==> src/assert_macros.svh <==
// assertion macros used by the top-level rtl file
`ifndef ASSERT_MACROS_SVH
`define ASSERT_MACROS_SVH

// same-cycle implication, checked outside reset
`define ASSERT_IMPL(label, clk, rst_n, ante, cons) \
    label: assert property (@(posedge clk) disable iff (!rst_n) (ante) |-> (cons)) \
        else $error("assertion failed: same-cycle implication");

// next-cycle implication, checked outside reset
`define ASSERT_NEXT(label, clk, rst_n, ante, cons) \
    label: assert property (@(posedge clk) disable iff (!rst_n) (ante) |=> (cons)) \
        else $error("assertion failed: next-cycle implication");

`endif

==> src/rdte_pkg.sv <==
package rdte_pkg;

    // pipeline depth from accept to result register
    localparam int NumStages = 6;

    // status b bits
    localparam int StbBinaryBit = 2;
    localparam int Stb24hBit    = 1;
    localparam int HourPmBit    = 7;

    // hour mod 12 by reciprocal: floor(h / 12) == (h * 43) >> 9 for h < 128
    localparam int HourRecip = 43;
    localparam int HourShift = 9;
    localparam int HalfDay   = 12;

    // month term of the civil formula
    localparam int MarchCycleDays = 153;
    localparam int MonthRound     = 2;
    // floor(x / 5) == (x * 52429) >> 18 for 16-bit x
    localparam int Div5Recip = 52429;
    localparam int Div5Shift = 18;

    // year term
    localparam int YearDays    = 365;
    localparam int CenturyOne  = 100;
    localparam int CenturyTwo  = 200;
    // offset that keeps the year term non-negative for year 1999
    localparam int YearBias    = 366;
    // days from 1970-01-01 to 2000-03-01, less the bias and the day-1 offset
    localparam int DaysBase    = 10650;

    localparam int SecPerHour = 3600;
    localparam int SecPerMin  = 60;
    localparam int SecPerDay  = 86400;

    // stage 1: decoded bytes
    typedef struct packed {
        logic [7:0] sec;
        logic [7:0] min;
        logic [6:0] hr;
        logic [7:0] day;
        logic [7:0] mon;
        logic [7:0] yr;
        logic       pm;
        logic       h24;
    } raw_dec_t;

    // stage 2: fields ready for the date and time arithmetic
    typedef struct packed {
        logic [7:0]  sec;
        logic [7:0]  min;
        logic [6:0]  hr;
        logic [7:0]  day;
        logic [15:0] mx;
        logic [7:0]  yidx;
        logic        ywrap;
    } fld_t;

    // bcd byte to binary, nibbles above 9 left unchecked
    function automatic logic [7:0] bcd_to_bin(input logic [7:0] b);
        logic [7:0] hi10;
        hi10 = {1'b0, b[7:4], 3'b000} + {3'b000, b[7:4], 1'b0};
        return hi10 + {4'b0000, b[3:0]};
    endfunction

endpackage

==> src/rdte_field_decode.sv <==
module rdte_field_decode
    import rdte_pkg::*;
(
    input  logic       clk,
    input  logic       en,
    input  logic [7:0] raw_seconds,
    input  logic [7:0] raw_minutes,
    input  logic [7:0] raw_hours,
    input  logic [7:0] raw_day,
    input  logic [7:0] raw_month,
    input  logic [7:0] raw_year,
    input  logic [7:0] status_b,
    output fld_t       fld
);

    raw_dec_t s1_reg, s1_next;
    fld_t     s2_reg, s2_next;

    logic [12:0] hr_prod;
    logic [3:0]  hr_quot;
    logic [6:0]  hr_rem;
    logic [4:0]  hr_12h;
    logic        jan_feb;
    logic [7:0]  mp;

    // stage 1: strip pm flag, bcd decode unless binary mode
    always_comb
    begin
        s1_next.pm  = raw_hours[HourPmBit];
        s1_next.h24 = status_b[Stb24hBit];
        if (status_b[StbBinaryBit])
        begin
            s1_next.sec = raw_seconds;
            s1_next.min = raw_minutes;
            s1_next.hr  = raw_hours[6:0];
            s1_next.day = raw_day;
            s1_next.mon = raw_month;
            s1_next.yr  = raw_year;
        end
        else
        begin
            s1_next.sec = bcd_to_bin(raw_seconds);
            s1_next.min = bcd_to_bin(raw_minutes);
            s1_next.hr  = 7'(bcd_to_bin({1'b0, raw_hours[6:0]}));
            s1_next.day = bcd_to_bin(raw_day);
            s1_next.mon = bcd_to_bin(raw_month);
            s1_next.yr  = bcd_to_bin(raw_year);
        end
    end

    // stage 2: 12-hour fold, march-based month and year shift
    always_comb
    begin
        hr_prod = 13'(s1_reg.hr) * 13'(HourRecip);
        hr_quot = 4'(hr_prod >> HourShift);
        hr_rem  = s1_reg.hr - 7'(7'(hr_quot) * 7'(HalfDay));
        hr_12h  = s1_reg.pm ? 5'(hr_rem) + 5'(HalfDay) : 5'(hr_rem);

        jan_feb = (s1_reg.mon <= 8'd2);
        mp      = jan_feb ? s1_reg.mon + 8'd9 : s1_reg.mon - 8'd3;

        s2_next.sec   = s1_reg.sec;
        s2_next.min   = s1_reg.min;
        s2_next.hr    = s1_reg.h24 ? s1_reg.hr : 7'(hr_12h);
        s2_next.day   = s1_reg.day;
        s2_next.mx    = 16'(mp) * 16'(MarchCycleDays) + 16'(MonthRound);
        s2_next.yidx  = s1_reg.yr - 8'(jan_feb);
        s2_next.ywrap = jan_feb && (s1_reg.yr == 8'd0);
    end

    always_ff @(posedge clk)
    begin
        if (en)
        begin
            s1_reg <= s1_next;
            s2_reg <= s2_next;
        end
    end

    assign fld = s2_reg;

endmodule

==> src/rdte_calendar.sv <==
module rdte_calendar
    import rdte_pkg::*;
(
    input  logic        clk,
    input  logic        en,
    input  fld_t        fld,
    output logic [16:0] days
);

    logic [12:0] mday_reg, mday_next;
    logic [16:0] ydays_reg, ydays_next;
    logic [7:0]  day_reg;
    logic [16:0] days_reg, days_next;

    logic [31:0] recip_prod;
    logic [1:0]  cent;

    // stage 3: month days by reciprocal divide, biased year days
    always_comb
    begin
        recip_prod = 32'(fld.mx) * 32'(Div5Recip);
        mday_next  = 13'(recip_prod >> Div5Shift);

        if (fld.yidx >= 8'(CenturyTwo))
            cent = 2'd2;
        else if (fld.yidx >= 8'(CenturyOne))
            cent = 2'd1;
        else
            cent = 2'd0;

        if (fld.ywrap)
            ydays_next = 17'd0;
        else
            ydays_next = 17'(fld.yidx) * 17'(YearDays) + 17'(fld.yidx[7:2])
                       - 17'(cent) + 17'(YearBias);
    end

    // stage 4: day count since 1970
    always_comb
    begin
        days_next = 17'(DaysBase) + ydays_reg + 17'(mday_reg) + 17'(day_reg);
    end

    always_ff @(posedge clk)
    begin
        if (en)
        begin
            mday_reg  <= mday_next;
            ydays_reg <= ydays_next;
            day_reg   <= fld.day;
            days_reg  <= days_next;
        end
    end

    assign days = days_reg;

endmodule

==> src/rdte_clock_time.sv <==
module rdte_clock_time
    import rdte_pkg::*;
(
    input  logic        clk,
    input  logic        en,
    input  fld_t        fld,
    output logic [18:0] tod
);

    logic [18:0] tod_reg, tod_next;
    logic [18:0] tod_d_reg;

    // stage 3: seconds into the day
    always_comb
    begin
        tod_next = 19'(fld.hr) * 19'(SecPerHour) + 19'(fld.min) * 19'(SecPerMin)
                 + 19'(fld.sec);
    end

    // stage 4: align with the day count
    always_ff @(posedge clk)
    begin
        if (en)
        begin
            tod_reg   <= tod_next;
            tod_d_reg <= tod_reg;
        end
    end

    assign tod = tod_d_reg;

endmodule

==> src/rdte_seconds_merge.sv <==
module rdte_seconds_merge
    import rdte_pkg::*;
(
    input  logic        clk,
    input  logic        en,
    input  logic [16:0] days,
    input  logic [18:0] tod,
    output logic [31:0] epoch
);

    logic [31:0] prod_reg, prod_next;
    logic [18:0] tod_reg;
    logic [31:0] epoch_reg, epoch_next;

    // stage 5: day count to seconds, wrapped to 32 bits
    always_comb
    begin
        prod_next = 32'(34'(days) * 34'(SecPerDay));
    end

    // stage 6: add time of day
    always_comb
    begin
        epoch_next = prod_reg + 32'(tod_reg);
    end

    always_ff @(posedge clk)
    begin
        if (en)
        begin
            prod_reg  <= prod_next;
            tod_reg   <= tod;
            epoch_reg <= epoch_next;
        end
    end

    assign epoch = epoch_reg;

endmodule

==> src/rtc_datetime_to_epoch.sv <==
// depth: six register stages from the accepting edge to out_valid on its result
// throughput: one transaction per cycle; the six-stage pipeline moves as a whole
// and holds in place only while the result register is full and out_ready is low
// reset: rst_n clears all stage valid bits asynchronously; data registers are not reset
module rtc_datetime_to_epoch
    import rdte_pkg::*;
(
    input  logic        clk,
    input  logic        rst_n,
    input  logic        in_valid,
    output logic        in_ready,
    input  logic [7:0]  raw_seconds,
    input  logic [7:0]  raw_minutes,
    input  logic [7:0]  raw_hours,
    input  logic [7:0]  raw_day,
    input  logic [7:0]  raw_month,
    input  logic [7:0]  raw_year,
    input  logic [7:0]  status_b,
    output logic        out_valid,
    input  logic        out_ready,
    output logic [31:0] epoch_seconds
);

`include "assert_macros.svh"

    logic                 adv;
    logic [NumStages-1:0] vld_reg, vld_next;
    fld_t                 fld;
    logic [16:0]          days;
    logic [18:0]          tod;

    // pipeline advances unless the result register is held
    assign adv       = out_ready || !vld_reg[NumStages-1];
    assign in_ready  = adv;
    assign out_valid = vld_reg[NumStages-1];
    assign vld_next  = {vld_reg[NumStages-2:0], in_valid};

    // stage valid bits
    always_ff @(posedge clk or negedge rst_n)
    begin
        if (!rst_n)
            vld_reg <= '0;
        else if (adv)
            vld_reg <= vld_next;
    end

    rdte_field_decode u_decode (
        .clk         (clk),
        .en          (adv),
        .raw_seconds (raw_seconds),
        .raw_minutes (raw_minutes),
        .raw_hours   (raw_hours),
        .raw_day     (raw_day),
        .raw_month   (raw_month),
        .raw_year    (raw_year),
        .status_b    (status_b),
        .fld         (fld)
    );

    rdte_calendar u_calendar (
        .clk  (clk),
        .en   (adv),
        .fld  (fld),
        .days (days)
    );

    rdte_clock_time u_clock_time (
        .clk (clk),
        .en  (adv),
        .fld (fld),
        .tod (tod)
    );

    rdte_seconds_merge u_merge (
        .clk   (clk),
        .en    (adv),
        .days  (days),
        .tod   (tod),
        .epoch (epoch_seconds)
    );

    // an accepted transaction occupies the first stage
    `ASSERT_NEXT(a_accept_enters, clk, rst_n, in_valid && in_ready, vld_reg[0])
    // back-pressure only comes from a full, untaken result
    `ASSERT_IMPL(a_stall_source, clk, rst_n, !in_ready, out_valid && !out_ready)
    // a stall freezes every stage valid bit
    `ASSERT_NEXT(a_stall_holds, clk, rst_n, !in_ready, $stable(vld_reg))
    // a transaction in the stage before the result register reaches the output when the pipeline advances
    `ASSERT_NEXT(a_last_moves, clk, rst_n, in_ready && vld_reg[NumStages-2], out_valid)

endmodule
==> config.mk <==
export PLATFORM = sky130hd
export DESIGN_NAME = rtc_datetime_to_epoch
export DESIGN_NICKNAME = d
export VERILOG_FILES = /design/src/rdte_pkg.sv /design/src/rdte_field_decode.sv /design/src/rdte_calendar.sv /design/src/rdte_clock_time.sv /design/src/rdte_seconds_merge.sv /design/src/rtc_datetime_to_epoch.sv
export VERILOG_INCLUDE_DIRS = /design/src /design/src/src
export SDC_FILE = /design/constraint.sdc
export NUM_CORES = 1
export LEC_CHECK = 0
export BUFFER_PORTS_ARGS = -buffer_cell sky130_fd_sc_hd__clkbuf_2
export CAP_MARGIN = 20
export CORE_MARGIN = 2
export CORE_UTILIZATION = 60
export DETAILED_ROUTE_END_ITERATION = 6
export GPL_ROUTABILITY_DRIVEN = 0
export PLACE_DENSITY = 0.78
export SLEW_MARGIN = 10
export SYNTH_ARGS = -nofsm -noshare
export SYNTH_HDL_FRONTEND = slang
export SYNTH_SLANG_ARGS = --single-unit
==> constraint.sdc <==
create_clock -name clk -period 15.36 [get_ports clk]
set_clock_uncertainty 0.05 [all_clocks]
set_input_delay 3.072 -clock clk [delete_from_list [all_inputs] [get_ports clk]]
set_output_delay 3.072 -clock clk [all_outputs]
set_load 0.01 [all_outputs]
==> out/results.md <==
| Stage | Result | Reported |
|---|---|---|
| status | Outcome | completed |
| cells and area | Number of flip-flops under the largest register name | 56 |
| job | Number of max-cap violations | 0 |
| sta | Setup violation total in the final timing report | 0 |
| setup path | Required time at the worst-slack endpoint | 12.24 ns |
| cts | Cts bufs inserted | 30 |
| sta | Relative slew slack | 34.3% |
| yosys | Async set-or-reset flop fraction in the synthesized netlist | 2.14% |
| drt | Average via count per standard cell | 5.39 |
| global routing | First-pass GRT wire length | 75.4 mm |
| setup path | Critical path class | input port to output port |
| floorplan | DIE HEIGHT | 210 µm |
| global routing | Residual overflow from global routing | 0 |
| sta | Final Hold Fails | 0 |
| setup path | Highest fanout seen on the critical path | 43 |
| floorplan | Io pins | 94 |
| global routing | Via count of the first global-routing pass | 16396 |
| cells and area | Layout overhead on the synthesized area | 8.65% |
| cts | CTS tree | built |
| yosys | Count of state elements after synthesis | 280 |
| setup path | Cell with the biggest individual delay on the critical path | sky130_fd_sc_hd__nand2b_4 |
| floorplan | Area of the core | 41900 µm² |
| cts | Hold-fix buffers, CTS | 0 |
| cts | Clock Latency Late Sink | 0.57 ns |
| setup path | Crit Reg-Reg Endpoint | u_calendar.mday_reg[5]$_DFFE_PP_ |
| cells and area | Antenna diode count | 0 |
| sta | Maximum clock frequency | 142 MHz |
| cts | Clock transition at path regs | 0.06 ns |
| sta | Share of the clock period used by the worst path | 46.0% |
| setup path | Data arrival time of the critical path | 3.94 ns |
| cts | Buffers inserted during post-CTS setup optimization | 0 |
| placed design | Dpl hpwl | 35.6 mm |
| setup path | R2R Setup Slk | 9.07 ns |
| drt | Final Routed Wirelength | 44.1 mm |
| floorplan | FP Rows | 75 |
| yosys | Sequential fraction of the synthesis area | 33.0% |
| global routing | Global Route Usage Sum | 20.9% |
| setup path | Slowest Stage Delay on Critical Path | 0.49 ns |
| cells and area | Share of layout cells above drive strength 1 | 8.29% |
| yosys | Commonest register cell after synthesis | sky130_fd_sc_hd__edfxtp_1 |
| cts | Post-CTS sizing | 0 |
| setup path | Most used cell, CP | sky130_fd_sc_hd__clkbuf_2 |
| setup path | Destination of the critical timing path | in_ready |
| sta | Fin Setup TNS | 0 ns |
| yosys | Syn avg cell area | 11.6 µm² |
| cts | Sinks on Clock Net | 280 |
| yosys | Area leader, netlist | sky130_fd_sc_hd__edfxtp_1 |
| cells and area | Net total in the final layout | 3062 |
| worst hold path | Type of the most critical hold path | flop to flop |
| setup path | Kind of capture point of the worst setup path | output port |
| yosys | Warnings, synthesis | 0 |
| drt | Number of search-and-repair iterations in the first detailed-routing pass | 7 |
| cts | # H-tree levels | 1 |
| setup path | Count of cells along the worst register-to-register path | 19 |
| setup path | CP Depth | 3 |
| setup path | Number of buffer and inverter instances along the worst setup path | 2 |
| cts | Clock tree buffer depth | 3 |
| yosys | Mapped Cells | 2193 |
| setup path | Startpoint class of the critical path | input port |
| yosys | Synthesized netlist net count | 2951 |
| yosys | Top cell type's share of synthesized area | 32.4% |
| sta | Transition at the pin with the smallest max-transition slack | 0.986 ns |
| setup path | Cell Chain, Critical Path | clkbuf_2, nand2b_4, clkbuf_2 |
| yosys | Post-synthesis cell area | 25400 µm² |
| drt | Drt initial violations | 795 |
| yosys | Ranking of synthesized cells by area | sky130_fd_sc_hd__edfxtp_1 32%, sky130_fd_sc_hd__ha_1 24%, sky130_fd_sc_hd__fa_1 16% |
| setup path | Kind of cell adding the most delay to the critical path | simple AND/OR/NAND/NOR gates |
| global routing | Largest net degree at the start of global routing | 86 |
| yosys | Synth cell types | 63 |
| worst hold path | Worst hold path depth | 0 |
| placed design | Port Buf Inserts | 87 |
| sta | Final min period | 7.06 ns |
| floorplan | Total die area | 44000 µm² |
| cells and area | Commonest cells after routing, fill and taps aside | 495 x sky130_fd_sc_hd__ha_1, 461 x sky130_fd_sc_hd__inv_1, 274 x sky130_fd_sc_hd__edfxtp_1 |
| global routing | Antenna violations before repair | 0 |
| sta | Setup repair after global routing missed its margin | no |
| drt | Remaining design rule violation count | 0 |
| cts | Root Buffer | sky130_fd_sc_hd__clkbuf_16 |
| sta | Count of pins over their slew limit | 0 |
| floorplan | Die span in x | 210 µm |
| yosys | Number of enable flip-flop cells after synthesis | 274 |
| cells and area | Most common cell after layout, fill and taps aside | sky130_fd_sc_hd__ha_1 |
| drt | Routed vias | 15460 |
| floorplan | Initial cell density of the core | 60.7% |
| drt | Average routed wire per standard cell | 15.4 µm |
| setup path | Launch point of the critical path | out_ready |
| drt | Antenna-violating nets left | 0 |
| setup path | Startpoint of the worst register-to-register path | u_decode.fld[11]$_DFFE_PP_ |
## stage by stage
step,hold WS [ns],utilization (%),std cells,cell area (µm²),worst slack (ns)
final,0.365,66.0,2867,27600,8.30
after detailed placement,0.355,63.3,2810,26500,8.30
after floorplan,0.350,-,2193,25400,1.42
after global placement,0.352,63.3,2810,26500,8.32
after CTS,0.366,65.9,2866,27600,8.30
after global routing,0.373,66.0,2867,27600,8.25
## area by class of cell
class                   count  area, µm²
fillers                  3044      14200
well taps                 539        674
multi-input cells        1440      15300
clock buffers              35        791
clock inverters            21        292
repair buffers             91        478
flip-flops and latches    280       8380
inverters                 461       1730
## worst min path at each step
stage | from | slack, ns | to
6_report | u_clock_time.tod[9]$_DFFE_PP_ | 0.36 | u_merge.tod_reg[9]$_DFFE_PP_
5_1_grt | u_clock_time.tod[9]$_DFFE_PP_ | 0.37 | u_merge.tod_reg[9]$_DFFE_PP_
4_1_cts | u_clock_time.tod[9]$_DFFE_PP_ | 0.37 | u_merge.tod_reg[9]$_DFFE_PP_
3_5_place_dp | u_clock_time.tod_reg[0]$_DFFE_PP_ | 0.35 | u_clock_time.tod[0]$_DFFE_PP_
3_3_place_gp | u_merge.tod_reg[3]$_DFFE_PP_ | 0.35 | u_merge.epoch[3]$_DFFE_PP_
2_1_floorplan | u_decode.fld[25]$_DFFE_PP_ | 0.35 | u_calendar.day_reg[0]$_DFFE_PP_
## synthesized netlist by cell type (3+ instances only)
| library cell | count |
|---|---|
| sky130_fd_sc_hd__ha_1 | 495 |
| sky130_fd_sc_hd__inv_1 | 461 |
| sky130_fd_sc_hd__edfxtp_1 | 274 |
| sky130_fd_sc_hd__fa_1 | 203 |
| sky130_fd_sc_hd__xnor2_1 | 100 |
| sky130_fd_sc_hd__a21oi_1 | 95 |
| sky130_fd_sc_hd__nand2_1 | 71 |
| sky130_fd_sc_hd__xor2_1 | 69 |
| sky130_fd_sc_hd__o21ai_0 | 59 |
| sky130_fd_sc_hd__nor2_1 | 47 |
| sky130_fd_sc_hd__a21o_1 | 42 |
| sky130_fd_sc_hd__mux2_2 | 25 |
| sky130_fd_sc_hd__nor2b_1 | 23 |
| sky130_fd_sc_hd__and3_1 | 16 |
| sky130_fd_sc_hd__nor3_1 | 15 |
| sky130_fd_sc_hd__o21bai_1 | 15 |
| sky130_fd_sc_hd__nand3_1 | 12 |
| sky130_fd_sc_hd__or2_2 | 12 |
| sky130_fd_sc_hd__a211oi_1 | 11 |
| sky130_fd_sc_hd__nand2b_1 | 11 |
| sky130_fd_sc_hd__o21a_1 | 11 |
| sky130_fd_sc_hd__a31oi_1 | 10 |
| sky130_fd_sc_hd__or3_1 | 10 |
| sky130_fd_sc_hd__and2_1 | 9 |
| sky130_fd_sc_hd__clkbuf_1 | 9 |
| sky130_fd_sc_hd__o31a_1 | 8 |
| sky130_fd_sc_hd__a31o_2 | 6 |
| sky130_fd_sc_hd__dfrtp_1 | 6 |
| sky130_fd_sc_hd__o31ai_1 | 6 |
| sky130_fd_sc_hd__o211ai_1 | 5 |
| sky130_fd_sc_hd__a21boi_0 | 4 |
| sky130_fd_sc_hd__a41oi_1 | 4 |
| sky130_fd_sc_hd__nor4_1 | 4 |
| sky130_fd_sc_hd__a311oi_1 | 3 |
| sky130_fd_sc_hd__buf_1 | 3 |
| sky130_fd_sc_hd__nand4_1 | 3 |
| sky130_fd_sc_hd__o311ai_0 | 3 |
| sky130_fd_sc_hd__or4_1 | 3 |
## cell families after synthesis
group                    share of synthesized area, %
AND/OR/NAND/NOR                                  4.78
multiplexers                                     1.19
buffers and inverters                            6.99
XOR/XNOR                                         5.98
flip-flops                                       33.0
AO/OA/AOI/OAI                                    7.74
adder cells (fa/ha/maj)                          40.4
## routing by layer
layer	track usage (%)	up-vias	wire length (µm)
met5	0	-	0
li1	-	7651	-
met2	38.4	302	22300
met3	3.05	73	1820
met4	5.33	0	1020
met1	25.9	7434	19000
Power is left out: the tool's default activity adds up to more than one toggle a clock period on the data nets, which glitch-free logic cannot reach.
